===== src/hdl/bepc_pkg.sv =====
// ----------------------------------------------------------------------------
// bepc_pkg
// Shared types and constants for the 3x3 binary erosion pixel counter.
// ----------------------------------------------------------------------------
package bepc_pkg;

  // Field widths
  localparam int PIX_W   = 4;
  localparam int SIDE_W  = 8;
  localparam int COUNT_W = 15;

  // Saturation point of the survivor count
  localparam logic [COUNT_W-1:0] COUNT_MAX = 15'h7FFF;

  // All nine window bits set
  localparam logic [8:0] FULL_WINDOW = 9'h1FF;

  // One column entry of the line store: row two above and row above
  typedef struct packed {
    logic top;
    logic mid;
  } col_bits_t;

endpackage


===== src/hdl/binary_erosion_pixel_count_core.sv =====
// ----------------------------------------------------------------------------
// binary_erosion_pixel_count_core
// 3x3 binary erosion over a square raster image with a per-frame survivor count.
// ----------------------------------------------------------------------------
// Takes one pixel per clock in raster order (nonzero is land) and reports, one
// transfer after the last pixel of each frame, how many pixels have a full 3x3
// land neighborhood. A pixel is taken every cycle unless the input stalls: the
// position counters issue the line store read as the pixel is accepted, and the
// window update and line store write-back follow in stage 1, so the
// single-port-pair line memory sets the rate at one pixel per cycle. The count
// is formed in stage 1 and waits in an output register; input stalls only when a
// second count is ready while the first is still untaken. Writing cfg_wdata
// starts a new frame; side 0 acts as 1 and sides above MAX_SIDE act as MAX_SIDE.
// The line store needs no clearing after reset.
// ----------------------------------------------------------------------------
module binary_erosion_pixel_count_core #(
  parameter int MAX_SIDE = 128
) (
  input  logic                         clk,
  input  logic                         rst_n,
  input  logic                         cfg_we,
  input  logic [bepc_pkg::SIDE_W-1:0]  cfg_wdata,
  input  logic                         in_valid,
  output logic                         in_ready,
  input  logic [bepc_pkg::PIX_W-1:0]   in_pixel_digit,
  output logic                         out_valid,
  input  logic                         out_ready,
  output logic [bepc_pkg::COUNT_W-1:0] out_survivor_count
);

  localparam int AW = $clog2(MAX_SIDE);
  localparam int PW = $clog2(MAX_SIDE + 1);
  localparam int SW = (PW > bepc_pkg::SIDE_W) ? PW : bepc_pkg::SIDE_W;
  localparam logic [bepc_pkg::SIDE_W-1:0] SIDE_RST =
    (MAX_SIDE > 255) ? 8'd255 : bepc_pkg::SIDE_W'(MAX_SIDE);
  localparam logic [SW-1:0] MAX_SIDE_S = SW'(MAX_SIDE);

  // Registers
  logic [bepc_pkg::SIDE_W-1:0]  side_r;
  logic [AW-1:0]                col_r, col_nxt;
  logic [AW-1:0]                row_r, row_nxt;
  logic [bepc_pkg::COUNT_W-1:0] total_r, total_nxt;
  logic [8:0]                   win_r, win_nxt;
  logic                         s1_valid_r;
  logic                         s1_land_r;
  logic [AW-1:0]                s1_col_r;
  logic                         s1_test_r;
  logic                         s1_last_r;
  logic                         out_valid_r;
  logic [bepc_pkg::COUNT_W-1:0] out_count_r;

  // Stage 0 signals
  logic [SW-1:0]  side_act;
  logic [AW-1:0]  c0, r0;
  logic           last0, test0, wrap0;
  logic           in_fire;

  // Stage 1 signals
  logic                         s1_stall, s1_fire, hit;
  logic [bepc_pkg::COUNT_W-1:0] total_inc;
  bepc_pkg::col_bits_t          rd_col, wr_col;

  // Active side after clamping
  always_comb begin
    side_act = SW'(side_r);
    if (side_r == '0) begin
      side_act = SW'(1);
    end else if (SW'(side_r) > MAX_SIDE_S) begin
      side_act = MAX_SIDE_S;
    end
  end

  // Stage 0: raster position of the incoming pixel
  always_comb begin
    c0      = (SW'(col_r) >= side_act) ? '0 : col_r;
    r0      = (SW'(row_r) >= side_act) ? '0 : row_r;
    wrap0   = (SW'(c0) + SW'(1)) == side_act;
    last0   = wrap0 && ((SW'(r0) + SW'(1)) == side_act);
    test0   = (r0 >= AW'(2)) && (c0 >= AW'(2));
    col_nxt = col_r;
    row_nxt = row_r;
    if (cfg_we) begin
      col_nxt = '0;
      row_nxt = '0;
    end else if (in_fire) begin
      if (last0) begin
        col_nxt = '0;
        row_nxt = '0;
      end else if (wrap0) begin
        col_nxt = '0;
        row_nxt = r0 + AW'(1);
      end else begin
        col_nxt = c0 + AW'(1);
        row_nxt = r0;
      end
    end
  end

  // Handshake: stall only when a new count meets an untaken one
  assign s1_stall = s1_valid_r && s1_last_r && out_valid_r && !out_ready;
  assign s1_fire  = s1_valid_r && !s1_stall;
  assign in_ready = !s1_stall;
  assign in_fire  = in_valid && in_ready;

  // Line store: bit top holds the row two above, bit mid the row above
  bepc_line_store #(
    .DEPTH (MAX_SIDE),
    .AW    (AW)
  ) u_line_store (
    .clk     (clk),
    .rst_n   (rst_n),
    .rd_en   (in_fire),
    .rd_addr (c0),
    .wr_en   (s1_fire),
    .wr_addr (s1_col_r),
    .wr_data (wr_col),
    .rd_data (rd_col)
  );

  // Stage 1: window shift, test and count
  always_comb begin
    wr_col.top = rd_col.mid;
    wr_col.mid = s1_land_r;
    win_nxt    = {win_r[5:0], rd_col.top, rd_col.mid, s1_land_r};
    hit        = s1_test_r && (win_nxt == bepc_pkg::FULL_WINDOW);
    total_inc  = total_r;
    if (hit && (total_r != bepc_pkg::COUNT_MAX)) begin
      total_inc = total_r + 1'b1;
    end
    total_nxt = total_r;
    if (cfg_we) begin
      total_nxt = '0;
    end else if (s1_fire) begin
      total_nxt = s1_last_r ? '0 : total_inc;
    end
  end

  // Control registers
  always_ff @(posedge clk) begin
    if (!rst_n) begin
      side_r      <= SIDE_RST;
      col_r       <= '0;
      row_r       <= '0;
      total_r     <= '0;
      s1_valid_r  <= 1'b0;
      out_valid_r <= 1'b0;
    end else begin
      if (cfg_we) begin
        side_r <= cfg_wdata;
      end
      col_r   <= col_nxt;
      row_r   <= row_nxt;
      total_r <= total_nxt;
      if (in_ready) begin
        s1_valid_r <= in_fire;
      end
      if (s1_fire && s1_last_r) begin
        out_valid_r <= 1'b1;
      end else if (out_ready) begin
        out_valid_r <= 1'b0;
      end
    end
  end

  // Payload registers
  always_ff @(posedge clk) begin
    if (in_fire) begin
      s1_land_r <= (in_pixel_digit != '0);
      s1_col_r  <= c0;
      s1_test_r <= test0;
      s1_last_r <= last0;
    end
    if (s1_fire) begin
      win_r <= win_nxt;
    end
    if (s1_fire && s1_last_r) begin
      out_count_r <= total_inc;
    end
  end

  assign out_valid          = out_valid_r;
  assign out_survivor_count = out_count_r;

  // Input backpressure only while a finished count is blocked
  a_stall_cause : assert property (@(posedge clk) disable iff (!rst_n)
    !in_ready |-> (out_valid && !out_ready))
    else $error("input stalled without a blocked count");

  // A configuration write restarts the frame
  a_cfg_clear : assert property (@(posedge clk) disable iff (!rst_n)
    cfg_we |=> (col_r == '0 && row_r == '0 && total_r == '0))
    else $error("frame state not cleared by configuration write");

  // Raster position stays inside the active image
  a_pos_range : assert property (@(posedge clk) disable iff (!rst_n)
    (SW'(col_r) < side_act) && (SW'(row_r) < side_act))
    else $error("raster position out of range");

  // A count leaves stage 1 only on the last pixel of a frame
  a_out_on_last : assert property (@(posedge clk) disable iff (!rst_n)
    (out_valid_r && !$past(out_valid_r)) |-> $past(s1_fire && s1_last_r))
    else $error("count presented without a frame end");

endmodule


===== src/hdl/bepc_line_store.sv =====
// ----------------------------------------------------------------------------
// bepc_line_store
// Two line stores packed into one synchronous memory, one read and one write
// port, registered read, with write-to-read forwarding on a collision.
// ----------------------------------------------------------------------------
module bepc_line_store #(
  parameter int DEPTH = 128,
  parameter int AW    = 7
) (
  input  logic               clk,
  input  logic               rst_n,
  input  logic               rd_en,
  input  logic [AW-1:0]      rd_addr,
  input  logic               wr_en,
  input  logic [AW-1:0]      wr_addr,
  input  bepc_pkg::col_bits_t wr_data,
  output bepc_pkg::col_bits_t rd_data
);

  bepc_pkg::col_bits_t mem [DEPTH];
  bepc_pkg::col_bits_t mem_q_r;
  bepc_pkg::col_bits_t fwd_data_r;
  logic                fwd_r;

  // Memory write port
  always_ff @(posedge clk) begin
    if (wr_en) begin
      mem[wr_addr] <= wr_data;
    end
  end

  // Memory read port; holds while no read is issued
  always_ff @(posedge clk) begin
    if (rd_en) begin
      mem_q_r <= mem[rd_addr];
    end
  end

  // Capture write data when it lands on the entry being read in the same cycle
  always_ff @(posedge clk) begin
    if (!rst_n) begin
      fwd_r <= 1'b0;
    end else if (rd_en) begin
      fwd_r <= wr_en && (wr_addr == rd_addr);
    end
  end

  always_ff @(posedge clk) begin
    if (rd_en) begin
      fwd_data_r <= wr_data;
    end
  end

  assign rd_data = fwd_r ? fwd_data_r : mem_q_r;

endmodule


===== config.mk =====
export PLATFORM = sky130hd
export DESIGN_NAME = binary_erosion_pixel_count_core
export DESIGN_NICKNAME = d
export VERILOG_FILES = /design/src/hdl/bepc_pkg.sv /design/src/hdl/binary_erosion_pixel_count_core.sv /design/src/hdl/bepc_line_store.sv
export SDC_FILE = /design/constraint.sdc
export NUM_CORES = 1
export LEC_CHECK = 0
export BUFFER_PORTS_ARGS = -buffer_cell sky130_fd_sc_hd__buf_2
export CORE_MARGIN = 4
export CORE_UTILIZATION = 50
export DETAILED_ROUTE_END_ITERATION = 8
export PLACE_DENSITY = 0.62
export SYNTH_ARGS = -nofsm -noshare
export SYNTH_HDL_FRONTEND = slang
export SYNTH_HIERARCHICAL = 1
export SYNTH_SLANG_ARGS = --single-unit

===== constraint.sdc =====
create_clock -name clk -period 6.7 [get_ports clk]
set_clock_uncertainty 0.2 [all_clocks]
set_input_delay 1.34 -clock clk [delete_from_list [all_inputs] [get_ports clk]]
set_output_delay 1.34 -clock clk [all_outputs]
set_load 0.005 [all_outputs]

==> results of run 1 <==
through the flow:
| step | hold slack (ns) | area [um^2] | setup slack [ns] | utilization [%] | power [mW] |
|---|---|---|---|---|---|
| finish | 0.248 | 16400 | 1.15 | 56.4 | 4.21 |
| global route | 0.255 | 16400 | 0.722 | 56.4 | 4.36 |
| CTS | 0.248 | 16400 | 1.13 | 56.4 | 4.25 |
| detailed placement | 0.234 | 15300 | 1.12 | 52.7 | 2.46 |
| global placement | 0.237 | 15300 | 1.20 | 52.7 | 2.46 |
| floorplan | 0.227 | 14800 | 1.88 | - | 2.41 |
area by class of cell:
cell class | instances | area (um^2) | area share [%]
Sequential cell | 331 | 9540 | 58.3
Multi-Input combinational cell | 654 | 4950 | 30.3
Clock buffer | 51 | 1010 | 6.17
Tap cell | 384 | 480 | 2.94
Timing Repair Buffer | 42 | 245 | 1.50
Inverter | 17 | 66.3 | 0.405
Clock inverter | 10 | 61.3 | 0.375
sequential cells by signal (all words and copies together) (netlist names):
register and count:
u_line_store/fwd_data_r 2, s1_land_r 1, s1_valid_r 1, total_r 15, s1_col_r 7, s1_test_r 1
u_line_store/mem 256, u_line_store/mem_q_r 2, win_r 6, s1_last_r 1, side_r 8, out_valid 1
col_r 7, u_line_store/fwd_r 1, out_survivor_count 15, row_r 7
cell usage in the layout, fill, tap and decap left out, types with 19 or more instances in the layout:
cell type    n
mux4_2      56
a21oi_1     28
ha_1        19
nand3_1     29
buf_2       33
nor3_1      26
nand2_1     50
mux2i_1     40
edfxtp_1   291
xnor2_1     28
nor2b_1     26
nor2_1     163
a22oi_1     30
clkbuf_16   38
dfxtp_1     40
cells by family after synthesis:
group / Yosys count / share of synthesized area (%)
AOI/OAI and AO/OA: 127 / 5.85
DFF: 331 / 64.3
adders and majority gates: 19 / 1.60
buffers and inverters: 79 / 2.36
and+or+nand+nor: 365 / 11.7
muxes: 107 / 12.0
xor gates and xnor gates: 36 / 2.13
routing by layer:
layer / global-route usage [%] / vias up
met4: 4.05 / 0
li1: - / 4097
met5: 0 / -
met3: 3.69 / 40
met1: 28.2 / 4506
met2: 30.9 / 238
report_power, final:
group | internal, mW | leakage (nW) | switching (mW) | total [mW]
clock network | 1.05 | 0.516 | 0.750 | 1.80
registers | 2.25 | 2.96 | 0.0123 | 2.26
logic | 0.0554 | 1.59 | 0.100 | 0.155
total | 3.35 | 5.07 | 0.863 | 4.21
worst max-delay path by stage:
| stage | start | to |
|---|---|---|
| after floorplan | side_r[7] | u_line_store/mem_q_r[0] |
| after global routing | side_r[7] | u_line_store/mem_q_r[1] |
| after detailed placement | side_r[7] | u_line_store/mem_q_r[1] |
| after CTS | side_r[7] | u_line_store/mem_q_r[1] |
| after global placement | side_r[7] | u_line_store/mem_q_r[1] |
| final | side_r[7] | u_line_store/mem_q_r[1] |
==> flow_metrics.tcl, run 1 <==
set metrics [dict create \
    status "complete, no violations" \
    dpl.cell_count 1428 \
    r2r-end "u_line_store/mem_q_r[1]" \
    die_area_mm2 0.0325 \
    crit_type "register to register" \
    cts_made_buffers 36 \
    period_minus_slack_ns 5.55 \
    cp.depth 13 \
    syn_avg_cell_area_um2 13.9 \
    path_common_cell "mux4_2" \
    hp-class "register to register" \
    synthArstFlopShare_pct 0 \
    clock_path_buffers 3 \
    grtUsageTotal_pct 19.4 \
    fin_tns_setup_ns 0 \
    whs_endpoint "win_r[3]" \
    cp_top_family "simple AND/OR/NAND/NOR gates" \
    tightestPinTransition_ns 1.19 \
    grt_start_max_net_pins 83 \
    via_count 8881 \
    gp_congestion 0.800 \
    syn_area_mm2 0.0148 \
    drc 0 \
    reg2reg_depth 13 \
    ys_warn_count 6 \
    synthTopCellsByCount "edfxtp_1 (291), nor2_1 (163), mux4_2 (56)" \
    fin_nets 1118 \
    cts_setup_buffers 0 \
    top_layer_used "met4" \
    synth.ff_latch_count 331 \
    p_per_area_mw_per_mm2 258 \
    gr-total-overflow 0 \
    wirelength_mm 32.1 \
    crit_arrival_ns 5.59 \
    routedWlPerCell_um 21.5 \
    io_buffers 33 \
    slew_headroom_pct 20.1 \
    vdd_drop_max_mv 0.145 \
    cts-root-buf "clkbuf_16" \
    clk_latency_ns 0.51 \
    num_rows 62 \
    fin_crit_sh_pct 82.9 \
    area_growth_pct 10.2 \
    synthTopCellsByArea "edfxtp_1 (59%), mux4_2 (8.5%), dfxtp_1 (5.4%), nor2_1 (4.1%), mux2i_1 (2.7%)" \
    pin_count 34 \
    wl_met2_mm 15.1 \
    cts-hold-fix-buffers 0 \
    die_x_um 180 \
    initial_core_util_pct 51.1 \
    grt_pass1_vias 8742 \
    reg2reg_slack_ns 1.15 \
    synthCells 1064 \
    worst-path-buf-inv 2 \
    min_delay_path_depth 0 \
    critPathMaxStageDelay_ns 0.92 \
    crit_path_start_kind "register" \
    synth_top_area_share_pct 58.9 \
    r2r_start "side_r[7]" \
    cp_max_fo 41 \
    cts-resized-gates 0 \
    nFillCells 2371 \
    cp_cell_sequence "nor2b_1 > inv_1 > ha_1 > a211oi_1 > a2bb2oi_1 > o21a_1 > and2_2 > buf_4 > mux4_2 > mux4_2 > o22ai_1 > nor3_1 > or4_1" \
    die_h_um 180 \
    core-area_mm2 0.0290 \
    synth_nets 1100 \
    htree_levels 2 \
    crit_path_end_kind "register" \
    met3WireLength_mm 1.90 \
    dr.pass1.iters 5 \
    drtAntennaViolNets 0 \
    synth.largest_area_cell "edfxtp_1" \
    ys_seq_area_share_pct 64.3 \
    setup_violations 0 \
    cts_tree "done" \
    max-cap-violations 0 \
    required_ns 6.74 \
    antenna_cells 0 \
    cpMaxStageDelayCell "and2_2" \
    layout.cells.non_filler 1489 \
    max_freq_mhz 180 \
    clk_pin_slew_ns 0.06 \
    slew_violations 0 \
    hp-start "win_r[0]" \
    synth.most_common_cell "edfxtp_1" \
    antenna_found_initial 0 \
    drive_above_1_share_pct 15.0 \
    finalHoldViolCount 0 \
    grt_setup_unrepaired "no" \
    grt_first_pass_wirelength_mm 49.9 \
    wl_met1_mm 14.6 \
    p_leak_nw 5.07 \
    synth-edff-count 291 \
    cts.sinks 331 \
    dp_hpwl_mm 19.8 \
    drt-vias-per-instance 5.96 \
    drt_iter0_markers 836 \
    ys_types 67 \
    ys.flop_type "edfxtp_1" \
]
Power figures use the tool's default switching activity.
==> run 2: changes to the inputs <==
Clock period 6.7 ns to 5.4 ns, I/O delays scaled along.
==> run 2 against run 1 <==
Net effect: critical endpoint is now u_line_store/mem_q_r[0]; highest routed layer unchanged; first-iteration DRC count fell by 6.3%; core utilization rose by 0.63 points; largest power group unchanged; die area did not move; worst setup slack got worse by 0.76 ns; clock power rose by 22%; largest cell class unchanged.
==> flow_metrics.tcl, run 2 (synthesis gave the netlist of run 1 again) <==
set metrics [dict create \
    finalHoldViolCount 0 \
    die_x_um 180 \
    core-area_mm2 0.0290 \
    crit_arrival_ns 5.05 \
    max_freq_mhz 200 \
    final_cell_mix "edfxtp_1 (291), nor2_1 (162), mux4_2 (56), nand2_1 (50)" \
    clk_pin_slew_ns 0.06 \
    required_ns 5.44 \
    grt_first_pass_wirelength_mm 51.3 \
    vdd_drop_max_mv 0.248 \
    initial_core_util_pct 51.1 \
    drtAntennaViolNets 0 \
    drt_iter0_markers 783 \
    crit_type "register to register" \
    drt-vias-per-instance 5.91 \
    tightestPinTransition_ns 1.18 \
    dr.pass1.iters 5 \
    nFillCells 2342 \
    cts-root-buf "clkbuf_16" \
    wl_met2_mm 15.6 \
    die_h_um 180 \
    grtUsageTotal_pct 19.9 \
    antenna_found_initial 0 \
    fin_crit_sh_pct 92.8 \
    slew_headroom_pct 21.2 \
    antenna_cells 0 \
    htree_levels 2 \
    gr-total-overflow 0 \
    die_area_mm2 0.0325 \
    gp_congestion 0.836 \
    setup_violations 0 \
    cts_made_buffers 35 \
    crit_path_start_kind "register" \
    grt_start_max_net_pins 94 \
    dp_hpwl_mm 20.7 \
    final_common_cell "edfxtp_1" \
    period_minus_slack_ns 5.01 \
    largest_register_ffs 256 \
    hp-class "register to register" \
    p_leak_nw 5.18 \
    num_rows 62 \
    clk_latency_ns 0.52 \
    whs_ns 0.249 \
    routedWlPerCell_um 21.5 \
    pin_count 34 \
    via_count 8932 \
    cts.sinks 331 \
    area_growth_pct 11.5 \
    drive_above_1_share_pct 17.2 \
    grt_pass1_vias 8879 \
    wl_met1_mm 14.6 \
    top_register "u_line_store/mem" \
    crit_path_end_kind "register" \
    io_buffers 33 \
    top_layer_used "met4" \
    drc 0 \
    cts_tree "done" \
    wirelength_mm 32.5 \
    max-cap-violations 0 \
    p_per_area_mw_per_mm2 315 \
    fin_tns_setup_ns 0 \
    cp_max_fo 82 \
    fin_nets 1140 \
    slew_violations 0 \
    met3WireLength_mm 1.84 \
    clock_path_buffers 3 \
    status "complete, no violations" \
]
-- run 2: cell types whose count changed in the layout (fill, tap and decap cells not counted), sizes merged --
cell / before / now
buf: 42 / 65
clkbuf: 51 / 45
clkinv: 9 / 15
clkinvlp: 1 / 0
inv: 17 / 18
-- run 2: layer usage --
| metal | GRT usage (%) | vias up |
|---|---|---|
| li1 | - | 4155 |
| met1 | 29.1 | 4491 |
| met2 | 32.0 | 244 |
| met3 | 3.33 | 42 |
| met4 | 4.45 | 0 |
| met5 | 0 | - |
-- run 2: final cells by class --
cell class                      instances  area (um^2)  area share [%]
Clock buffer                           45          955            5.77
Clock inverter                         16         92.6           0.560
Inverter                               17         66.3           0.401
Multi-Input combinational cell        654         4970            30.0
Sequential cell                       331         9540            57.7
Tap cell                              384          480            2.91
Timing Repair Buffer                   65          438            2.65
-- run 2: power by group --
group          switching (mW)  internal [mW]  total, mW
Clock                   0.952           1.25       2.20
Sequential             0.0146           2.79       2.80
Combinational           0.125         0.0727      0.198
Total                    1.09           4.11       5.20
-- run 2: final timing paths --
path	slack, ns	start	endpoint	depth (start not counted)
min	0.25	win_r[1]	win_r[4]	0
max	0.39	side_r[4]	u_line_store/mem_q_r[0]	15
min reg2reg	0.25	win_r[1]	win_r[4]	0
max reg2reg	0.39	side_r[4]	u_line_store/mem_q_r[0]	15
-- run 2: critical path: stages (launching register included) --
cell,delay (ns)
dfxtp_1,0.34
nor3_1,0.25
a21oi_1,0.20
nor2_2,0.19
ha_1,0.25
nand2b_1,0.14
a31oi_1,0.30
o21a_2,0.26
nand2_1,0.14
inv_4,0.10
buf_16,0.44
mux4_2,0.60
mux4_2,0.47
o22ai_1,0.19
nor4_1,0.07
or4_1,0.55
-- run 2: per-stage QoR --
step           setup slack [ns]  utilization [%]  power [mW]  area (um^2)  cells
4_1_cts                   0.158             56.9        5.25        16500   1510
2_1_floorplan             0.580                -        2.99        14800   1064
6_report                  0.388             57.0        5.20        16500   1512
3_5_place_dp              0.166             53.3        3.05        15500   1449
5_1_grt               -0.000481             57.0        5.38        16500   1512
3_3_place_gp              0.329             53.3        3.05        15500   1449
-- run 2: timing repair --
| action | CTS | global route |
|---|---|---|
| hold endpoints to repair | 0 | 0 |
| setup endpoints to repair | 0 | 13 |
| setup buffers | 0 | 2 |
| hold buffers | 0 | 0 |
| gates resized for setup | 0 | 5 |
==> run 3: changes to the inputs <==
Settings changed: CORE_ASPECT_RATIO set to 1.5, PLACE_DENSITY 0.62 to 0.65.
==> run 3 against run 2 <==
Net effect: die area grew 0.18%; non-clock buffer count up 3; core utilization fell by 0.65 points; critical path depth unchanged; worst setup slack gained 0.044 ns; final cell count is 0.73% higher; global-route usage grew 0.24 points; clock power barely moved; sequential cell count stayed put.
==> flow_metrics.tcl, run 3 (synthesis gave the netlist of run 1 again) <==
set metrics [dict create \
    status "complete, no violations" \
    dpl.cell_count 1465 \
    initial_core_util_pct 50.5 \
    dp_hpwl_mm 21.4 \
    fin_tns_setup_ns 0 \
    grt_setup_unrepaired "no" \
    critPathMaxStageDelay_ns 0.54 \
    cts-hold-fix-buffers 0 \
    crit_path_end_kind "register" \
    hp-class "register to register" \
    required_ns 5.51 \
    htree_levels 1 \
    timing.final.ws_setup_ns 0.432 \
    cp_max_fo 29 \
    drt-vias-per-instance 5.87 \
    vdd_drop_max_mv 0.231 \
    gr-total-overflow 0 \
    finalHoldViolCount 0 \
    final_cell_mix "edfxtp_1 (291), nor2_1 (162), mux4_2 (56), nand2_1 (50)" \
    cts.sinks 331 \
    fin_nets 1139 \
    p_leak_nw 5.19 \
    period_minus_slack_ns 4.97 \
    gp_congestion 0.859 \
    grt_pass1_vias 9329 \
    antenna_found_initial 0 \
    pre_cts_slack_ns 0.315 \
    startpoint "side_r[3]" \
    die_x_um 149 \
    clock_path_buffers 3 \
    antenna_cells 0 \
    drt_iter0_markers 567 \
    nFillCells 2380 \
    core-area_mm2 0.0294 \
    cpMaxStageDelayCell "mux4_2" \
    drtAntennaViolNets 0 \
    die_h_um 219 \
    crit_path_start_kind "register" \
    drive_above_1_share_pct 17.4 \
    grt_first_pass_wirelength_mm 51.0 \
    cts_made_buffers 31 \
    area_growth_pct 11.6 \
    layout.cells.non_filler 1523 \
    routedWlPerCell_um 21.4 \
    cts-root-buf "clkbuf_16" \
    r2r_start "side_r[3]" \
    clk_latency_ns 0.58 \
    cts_setup_buffers 0 \
    crit_arrival_ns 5.07 \
    crit_type "register to register" \
    grt_start_max_net_pins 98 \
    p_per_area_mw_per_mm2 313 \
    die_area_mm2 0.0326 \
    cts_tree "done" \
    max-cap-violations 0 \
    grtUsageTotal_pct 20.2 \
    tightestPinTransition_ns 0.975 \
    slew_violations 0 \
    wirelength_mm 32.6 \
    setup_violations 0 \
    whs_ns 0.265 \
    dr.pass1.iters 4 \
    fin_crit_sh_pct 92.0 \
    cp_cell_sequence "nor3_1 > a21oi_1 > nor2_2 > ha_1 > nand2b_1 > a31oi_1 > o21a_1 > buf_4 > and2_2 > buf_12 > mux4_2 > mux4_2 > o22ai_1 > nor3_1 > or4_1" \
    slew_headroom_pct 34.8 \
    clk_pin_slew_ns 0.06 \
    final_common_cell "edfxtp_1" \
    cp_top_family "simple AND/OR/NAND/NOR gates" \
    hp-start "win_r[2]" \
    max_freq_mhz 201 \
    pin_count 34 \
    largest_register_ffs 256 \
    worst-path-buf-inv 2 \
    multi_input_area_mm2 0.00497 \
    seqCellArea_mm2 0.00954 \
    drc 0 \
    top_register "u_line_store/mem" \
    io_buffers 33 \
    via_count 8938 \
    cts-resized-gates 0 \
    num_rows 77 \
]
[run 3: cell types whose count changed in the layout (fill, tap and decap cells not counted), moves of 2 or more]
cell	change
buf_4	+3
clkinv_1	-3
bufinv_16	+3
clkbuf_16	-5
clkbuf_8	+2
[run 3: final timing paths]
path                              to  slack, ns  cells past startpoint
max          u_line_store/mem_q_r[1]       0.43                     15
min                         win_r[5]       0.27                      0
max reg2reg  u_line_store/mem_q_r[1]       0.43                     15
min reg2reg                 win_r[5]       0.27                      0
[run 3: layout make-up]
class | count | share of cell area [%]
well taps | 395 | 2.98
flip-flops and latches | 331 | 57.6
clock inverters | 16 | 1.04
multi-input cells | 654 | 30.0
inverters | 17 | 0.400
clock buffers | 42 | 5.18
repair buffers | 68 | 2.78
[run 3: routing by layer]
metal	vias up	wire, um	global-route usage [%]
li1	4126	-	-
met5	-	0	0
met1	4511	11900	22.5
met2	241	18100	39.0
met4	0	1070	7.03
met3	60	1450	2.52
[run 3: worst reg2reg max path: cells and delay by family (launching register included)]
kind / cells / cell delay, ns
fa+ha+maj: 1 / 0.25
mux: 2 / 0.90
buf+inv: 2 / 0.47
simple gates: 6 / 1.69
compound gates: 4 / 0.86
flops: 1 / 0.33
[run 3: where the power goes]
group / internal, mW / total [mW] / leakage, nW / switching (mW)
sequential: 2.79 / 2.80 / 2.96 / 0.0135
clock: 1.26 / 2.18 / 0.503 / 0.919
combinational: 0.0736 / 0.202 / 1.73 / 0.128
total: 4.12 / 5.18 / 5.19 / 1.06
[run 3: metrics by stage]
| step | util, % | power (mW) | instance area (um^2) |
|---|---|---|---|
| final | 56.4 | 5.18 | 16600 |
| after detailed placement | 52.8 | 3.06 | 15500 |
| after floorplan | - | 2.99 | 14800 |
| after global routing | 56.4 | 5.35 | 16600 |
| after global placement | 52.8 | 3.06 | 15500 |
| after CTS | 56.3 | 5.22 | 16500 |
